$ cat config.mk
export PLATFORM = sky130hd
export DESIGN_NAME = ldpm_cfg
export DESIGN_NICKNAME = d
export VERILOG_FILES = /design/src/hw/rtl/ldpm_pkg.sv /design/src/hw/rtl/ldpm_cfg.sv
export SDC_FILE = /design/constraint.sdc
export NUM_CORES = 1
export LEC_CHECK = 0
export ABC_AREA = 1
export BUFFER_PORTS_ARGS = -buffer_cell sky130_fd_sc_hd__buf_2
export CAP_MARGIN = 20
export CORE_ASPECT_RATIO = 0.6
export CORE_UTILIZATION = 51
export DETAILED_ROUTE_END_ITERATION = 12
export HOLD_SLACK_MARGIN = 0.06
export PLACE_DENSITY = 0.9
export SETUP_SLACK_MARGIN = 0.2
export SYNTH_ARGS = -nofsm -noshare
export SYNTH_HDL_FRONTEND = slang
export SYNTH_SLANG_ARGS = --single-unit
$ cat constraint.sdc
create_clock -name clk_i -period 1.5 [get_ports clk_i]
set_input_delay 0.15 -clock clk_i [delete_from_list [all_inputs] [get_ports clk_i]]
set_output_delay 0.15 -clock clk_i [all_outputs]
set_load 0.1 [all_outputs]
$ cat src/hw/rtl/ldpm_pkg.sv
// Shared types, register codes and fixed-point helpers for the lens distortion point map.
// No dependencies; every other file of the block imports this package.
package ldpm_pkg;

  localparam int QShift = 28;
  localparam logic signed [31:0] QOne = 32'sh1000_0000;

  // Register codes, equal to paddr[5:3].
  typedef enum logic [2:0] {
    REG_FOCAL_X   = 3'd0,
    REG_FOCAL_Y   = 3'd1,
    REG_CENTER_X  = 3'd2,
    REG_CENTER_Y  = 3'd3,
    REG_RADIAL_K1 = 3'd4,
    REG_RADIAL_K2 = 3'd5,
    REG_RADIAL_K3 = 3'd6,
    REG_TANGENT   = 3'd7
  } ldpm_reg_e;

  typedef struct packed {
    logic [23:0]        focal_x;
    logic [23:0]        focal_y;
    logic [19:0]        center_x;
    logic [19:0]        center_y;
    logic signed [31:0] k1;
    logic signed [31:0] k2;
    logic signed [31:0] k3;
    logic signed [31:0] p1;
    logic signed [31:0] p2;
  } ldpm_cfg_t;

  // Saturate to signed 32 bits; bit 32 of the result flags a clip.
  function automatic logic [32:0] sat_s36(input logic signed [35:0] v);
    logic [32:0] r;
    if (v > 36'sh0_7FFF_FFFF) begin
      r = {1'b1, 32'h7FFF_FFFF};
    end else if (v < -36'sh0_8000_0000) begin
      r = {1'b1, 32'h8000_0000};
    end else begin
      r = {1'b0, v[31:0]};
    end
    return r;
  endfunction

  // Q4.28 product: floor shift by 28, then saturate.
  function automatic logic [32:0] mulq_fin(input logic signed [63:0] p);
    logic signed [35:0] s;
    s = p[63:28];
    return sat_s36(s);
  endfunction

endpackage

$ cat src/hw/rtl/ldpm_cfg.sv
// APB register file holding the focal lengths, principal point and coefficients.
// Depends on ldpm_pkg.
module ldpm_cfg (
  input  logic              clk_i,
  input  logic              rst_ni,
  input  logic              psel,
  input  logic              penable,
  input  logic              pwrite,
  input  logic [5:0]        paddr,
  input  logic [63:0]       pwdata,
  output logic [63:0]       prdata,
  output logic              pready,
  output ldpm_pkg::ldpm_cfg_t cfg_o
);
  import ldpm_pkg::*;

  ldpm_cfg_t cfg_q, cfg_d;
  ldpm_reg_e sel;

  assign sel    = ldpm_reg_e'(paddr[5:3]);
  assign pready = 1'b1;
  assign cfg_o  = cfg_q;

  always_comb begin
    cfg_d = cfg_q;
    if (psel && penable && pwrite) begin
      unique case (sel)
        REG_FOCAL_X:   cfg_d.focal_x  = pwdata[23:0];
        REG_FOCAL_Y:   cfg_d.focal_y  = pwdata[23:0];
        REG_CENTER_X:  cfg_d.center_x = pwdata[19:0];
        REG_CENTER_Y:  cfg_d.center_y = pwdata[19:0];
        REG_RADIAL_K1: cfg_d.k1       = pwdata[31:0];
        REG_RADIAL_K2: cfg_d.k2       = pwdata[31:0];
        REG_RADIAL_K3: cfg_d.k3       = pwdata[31:0];
        REG_TANGENT: begin
          cfg_d.p1 = pwdata[31:0];
          cfg_d.p2 = pwdata[63:32];
        end
        default: cfg_d = cfg_q;
      endcase
    end
  end

  always_comb begin
    unique case (sel)
      REG_FOCAL_X:   prdata = {40'd0, cfg_q.focal_x};
      REG_FOCAL_Y:   prdata = {40'd0, cfg_q.focal_y};
      REG_CENTER_X:  prdata = {44'd0, cfg_q.center_x};
      REG_CENTER_Y:  prdata = {44'd0, cfg_q.center_y};
      REG_RADIAL_K1: prdata = {32'd0, cfg_q.k1};
      REG_RADIAL_K2: prdata = {32'd0, cfg_q.k2};
      REG_RADIAL_K3: prdata = {32'd0, cfg_q.k3};
      REG_TANGENT:   prdata = {cfg_q.p2, cfg_q.p1};
      default:       prdata = 64'd0;
    endcase
  end

  always_ff @(posedge clk_i or negedge rst_ni) begin
    if (!rst_ni) begin
      cfg_q <= '{focal_x: 24'd256, focal_y: 24'd256, default: '0};
    end else begin
      cfg_q <= cfg_d;
    end
  end

endmodule

==> results.md, run 1 <==
* CTS Buf Count at 24
* Dpl ws at -0.115 ns
* GP Congestion at about 0.92
* Port buffer count at approximately 380
* Synth unique cells at 28
* Mapped Cells at about 1400
* Syn. warnings at 0
* Ports at 388
* Async set-or-reset flop fraction in the synthesized netlist at between 90% and 100%
* CTS Hold Bufs at between 60 and 70
* Post-synth top area share at 53.8%
* Cell Area, Placed at around 0.017 mm2
* Mapped cell area at 0.0114 mm2
* Die Height at approximately 120 um
* Outcome: aborted with a tool error
* Resized Gates After CTS at 1100
* Main area contributors after synthesis: dfrtp_1, nand2_1, nand4_1
* Syn nets at between 1000 and 1500
* Sequential area share after synthesis at approximately 54%
* Clock Sinks at between 200 and 250
* Detailed placement HPWL at 33200 um
* Post-synth EDFFs at 0
* CTS max path bufs at 3
* Dominant cell type by area after synthesis: dfrtp_1
* Fail Step: 4_1_cts
* Average size of a mapped cell at slightly above 8 um2
* Postcts setup bufs at 69
* Rows at 42
* Root Buffer: clkbuf_16
* Starting Density at 52.0%
* Die Span X at between 150 and 200 um
* #FFs+latches synth at about 250
* H-tree Lvls at 1
* Tool error: [ERROR DPL-0038] Utilization greater than 100%, impossible to legalize
* Top FF cell, synth: dfrtp_1
logic make-up after synthesis:
kind of cell,Yosys count,synth area share [%]
buffers and inverters,219,8.17
flip-flops,248,54.3
AND/OR/NAND/NOR,714,27.6
other,1,0.0328
AO/OA/AOI/OAI,224,9.89
per-stage QoR:
| stage | hold slack [ns] | setup TNS, ns | cells |
|---|---|---|---|
| global placement | 0.0455 | -1.75 | 2027 |
| floorplan | -0.146 | 0 | 1406 |
| detailed placement | 0.0539 | -2.96 | 2027 |
synth_stat cells (4+ instances only):
library cell  number
nor2_1           181
o22ai_1            8
buf_2             43
a21oi_1           84
o21ai_1           18
inv_2              4
o21ai_0          114
dfrtp_1          246
buf_6              4
inv_1            110
buf_1             12
buf_4              7
clkbuf_1          37
nand4_1          112
nand2_1          320
nand3_1           89
==> run 2: changes to the inputs <==
- CORE_ASPECT_RATIO: 0.6 -> default
- CORE_UTILIZATION: 51 -> 40
- HOLD_SLACK_MARGIN: 0.06 -> default
- PLACE_DENSITY: 0.9 -> default
- PLACE_DENSITY_LB_ADDON: default -> 0.15
- SETUP_SLACK_MARGIN: 0.2 -> default
==> run 2 against run 1 <==
The flow now finishes, with violations (setup timing); area after synthesis unchanged; synthesized cell count did not move.
==> results.md, run 2 <==
* Outcome: finished with violations
* Failing checks: setup timing
* Synth unique cells at 28
* Dominant cell type by area after synthesis: dfrtp_1
* Layout net count at 2019
* Crit. End Element: output pin
* Clock Sinks at ~250
* Die Area at ~0.029 mm2
* HP Class: in2async
* Crit Path Max Fanout at 2
* Share of post-route cells with drive strength above 1 at between 50% and 60%
* Slowest cell on crit path: dfrtp_2
* Most frequent cells after synthesis: nand2_1, dfrtp_1, nor2_1
* TritonCTS clock tree: built
* Pint at roughly 0.017 W
* Starting DRT DRC Count at about 1000
* Max Cap Viol at 0
* RSZ-0062 raised after global routing: yes
* Initial antenna violation count at 1
* Vias per cell at between 5 and 6
* First-pass GRT wire length at 66300 um
* Minimum clock period at approximately 1.8 ns
* Leakage dissipation at approximately 9 nW
* P&R area growth vs syn at 69.1%
* Main area contributors after synthesis: dfrtp_1, nand2_1, nand4_1
* Die Height at roughly 170 um
* Root Buffer: clkbuf_16
* Sw Ratio at ~54%
* Sequential share of power at a little over a quarter
* First-pass iteration count of the detailed router at 6
* Final Hold Fails at 0
* Total grt overflow at 0
* Commonest non-fill, non-tap cell in the layout: nand2_1
* Endpoints failing setup at 32
* Syn. warnings at 0
* H-tree Lvls at 1
* CP Cell Sequence: nand4_1 > nand2_1 > nor2_2 > buf_6 > nand3_4 > buf_12
* Worst path top cell family by delay: flip-flops
* Power per cell area at between 1500 and 2000 mW/mm2
* Upper clock frequency limit at roughly 0.57 GHz
* Largest net degree at the start of global routing at 56
* Detailed placement HPWL at between 20000 and 30000 um
* Worst-path clk slew at 0.06 ns
* Combinational share of power at between 50% and 60%
* CP Class: reg2out
* Top-count cell post-synth: nand2_1
* Fill cells at 2186
* Most frequent cells in the layout: nand2_1, buf_4, dfrtp_2, o21ai_0, nand4_1
* Post-synth EDFFs at 0
* Sequential area share after synthesis at between 50% and 60%
* Mapped Cells at 1406
* WL final at around 45000 um
* Average size of a mapped cell at 8.14 um2
* Worst path arrival time at 1.61 ns
* Async set-or-reset flop fraction in the synthesized netlist at 100%
* Critical path startpoint category: flip-flop
* Ports at between 300 and 400
* Final slew viol count at 0
* Skew final at 0 ns
* Top FF cell, synth: dfrtp_1
* Antenna Nets Post-Route at 0
* Tcrit/Tclk final at 118%
* Clock power frac at around 18%
* Final WS setup at -0.263 ns
* Rows at slightly above 60
* CP peak stage delay at approximately 0.42 ns
* DRC at 0
* Worst r2r src: cfg_o[92]$_DFFE_PN0P_
* Core area at approximately 0.028 mm2
* #FFs+latches synth at about 250
* Total global-route track usage at approximately 30%
* Via count at between 10000 and 15000
* Vias in the first global route at ~12000
* Routed length per instance at 19.1 um
* Worst vdd ir at around 1.7 mV
* Syn nets at about 1500
* CTS Buf Count at 27
* Mapped cell area at between 0.01 and 0.015 mm2
* Post-synth top area share at between 50% and 60%
* Crit. Startpoint: cfg_o[99]$_DFFE_PN0P_
* Port buffer count at about 380
* Starting Density at approximately two fifths
* Switch Pwr at ~0.019 W
* Worst path bufs/invs at 2
* Max reg flops at about 250
* Worst Path Required at between 1 and 1.5 ns
* Finished Core Util at 69.2%
* GP Congestion at slightly below 0.9
* Die Span X at about 170 um
* Total power at about 0.036 W
* CTS max path bufs at 3
* Clk Latency, worst-skew pair at approximately 0.53 ns
==> run 2: layout make-up <==
cell class | instances | area [um2] | area share (%)
sequential | 248 | 6520 | 33.7
timing repair buffer | 614 | 5900 | 30.5
multi-input combinational | 939 | 5190 | 26.8
clock buffer | 44 | 820 | 4.24
tap | 378 | 473 | 2.45
inverter | 114 | 435 | 2.25
clock inverter | 1 | 5.00 | 0.0259
antenna | 1 | 2.50 | 0.0129
==> run 2: cell families (layout without fill, tap and decap cells) <==
group / count (synthesis) / in the layout / synth area share [%]
compound gates: 224 / 224 / 9.89
buf+inv: 219 / 773 / 8.17
flops: 248 / 248 / 54.3
other cells: 1 / 2 / 0.0328
simple gates: 714 / 714 / 27.6
==> run 2: repair_timing <==
action / in CTS / in global routing
endpoints found under the setup margin: 195 / 119
resized for setup: 254 / 95
endpoints found under the hold margin: 385 / 0
buffers inserted: 63 / 29
hold buffers: 65 / 0
pin swaps: 73 / 43
==> run 2: final timing paths <==
| kind | endpoint | slack [ns] | cells after the start |
|---|---|---|---|
| max | prdata[3] | -0.26 | 6 |
| min | cfg_o[240]$_DFFE_PN0P_ | 0.07 | 2 |
| max reg2reg | cfg_o[92]$_DFFE_PN0P_ | 0.52 | 5 |
| min reg2reg | cfg_o[9]$_DFFE_PN0P_ | 0.49 | 2 |
| max in group asynchronous | cfg_o[120]$_DFFE_PN0P_ | 0.78 | 3 |
| min in group clk_i | cfg_o[128]$_DFFE_PN0P_ | 0.23 | 6 |
==> run 2: worst register-to-register path, stage by stage (launching register included) <==
cell     delay [ns]
dfrtp_2        0.36
inv_2          0.05
buf_4          0.12
buf_4          0.12
buf_4          0.12
o21ai_0        0.13
==> run 2: power groups by stage <==
stage / Sequential [W] / Clock (W) / Combinational (W)
4_1_cts: 0.00944 / 0.00641 / 0.0192
3_3_place_gp: 0.00954 / 0 / 0.0177
5_1_grt: 0.00965 / 0.00666 / 0.0204
2_1_floorplan: 0.0198 / 0 / 0.00369
6_report: 0.00948 / 0.00631 / 0.0198
3_5_place_dp: 0.00959 / 0 / 0.0178
==> run 2: metal layers <==
layer	share of wire (%)	wire length [um]	global-route usage, %
met1	39	17500	36.4
met2	49	21900	49.4
met3	7.7	3460	6.85
met4	4.2	1880	12.7
met5	0	0	0
==> run 2: metrics by stage <==
| stage | instance area, um2 | setup slack, ns | hold slack [ns] | TNS (ns) | std cells |
|---|---|---|---|---|---|
| 2_1_floorplan | 12400 | -0.255 | -0.146 | -0.255 | 1406 |
| 3_3_place_gp | 16300 | -0.0291 | 0.0443 | -0.570 | 2138 |
| 3_5_place_dp | 16300 | -0.0424 | 0.0440 | -1.14 | 2138 |
| 4_1_cts | 18900 | -0.267 | 0.0667 | -5.61 | 2310 |
| 5_1_grt | 19300 | -0.323 | 0.0817 | -7.20 | 2338 |
| 6_report | 19300 | -0.263 | 0.0748 | -5.23 | 2339 |
Note: power is estimated with default switching activity, not from simulation.
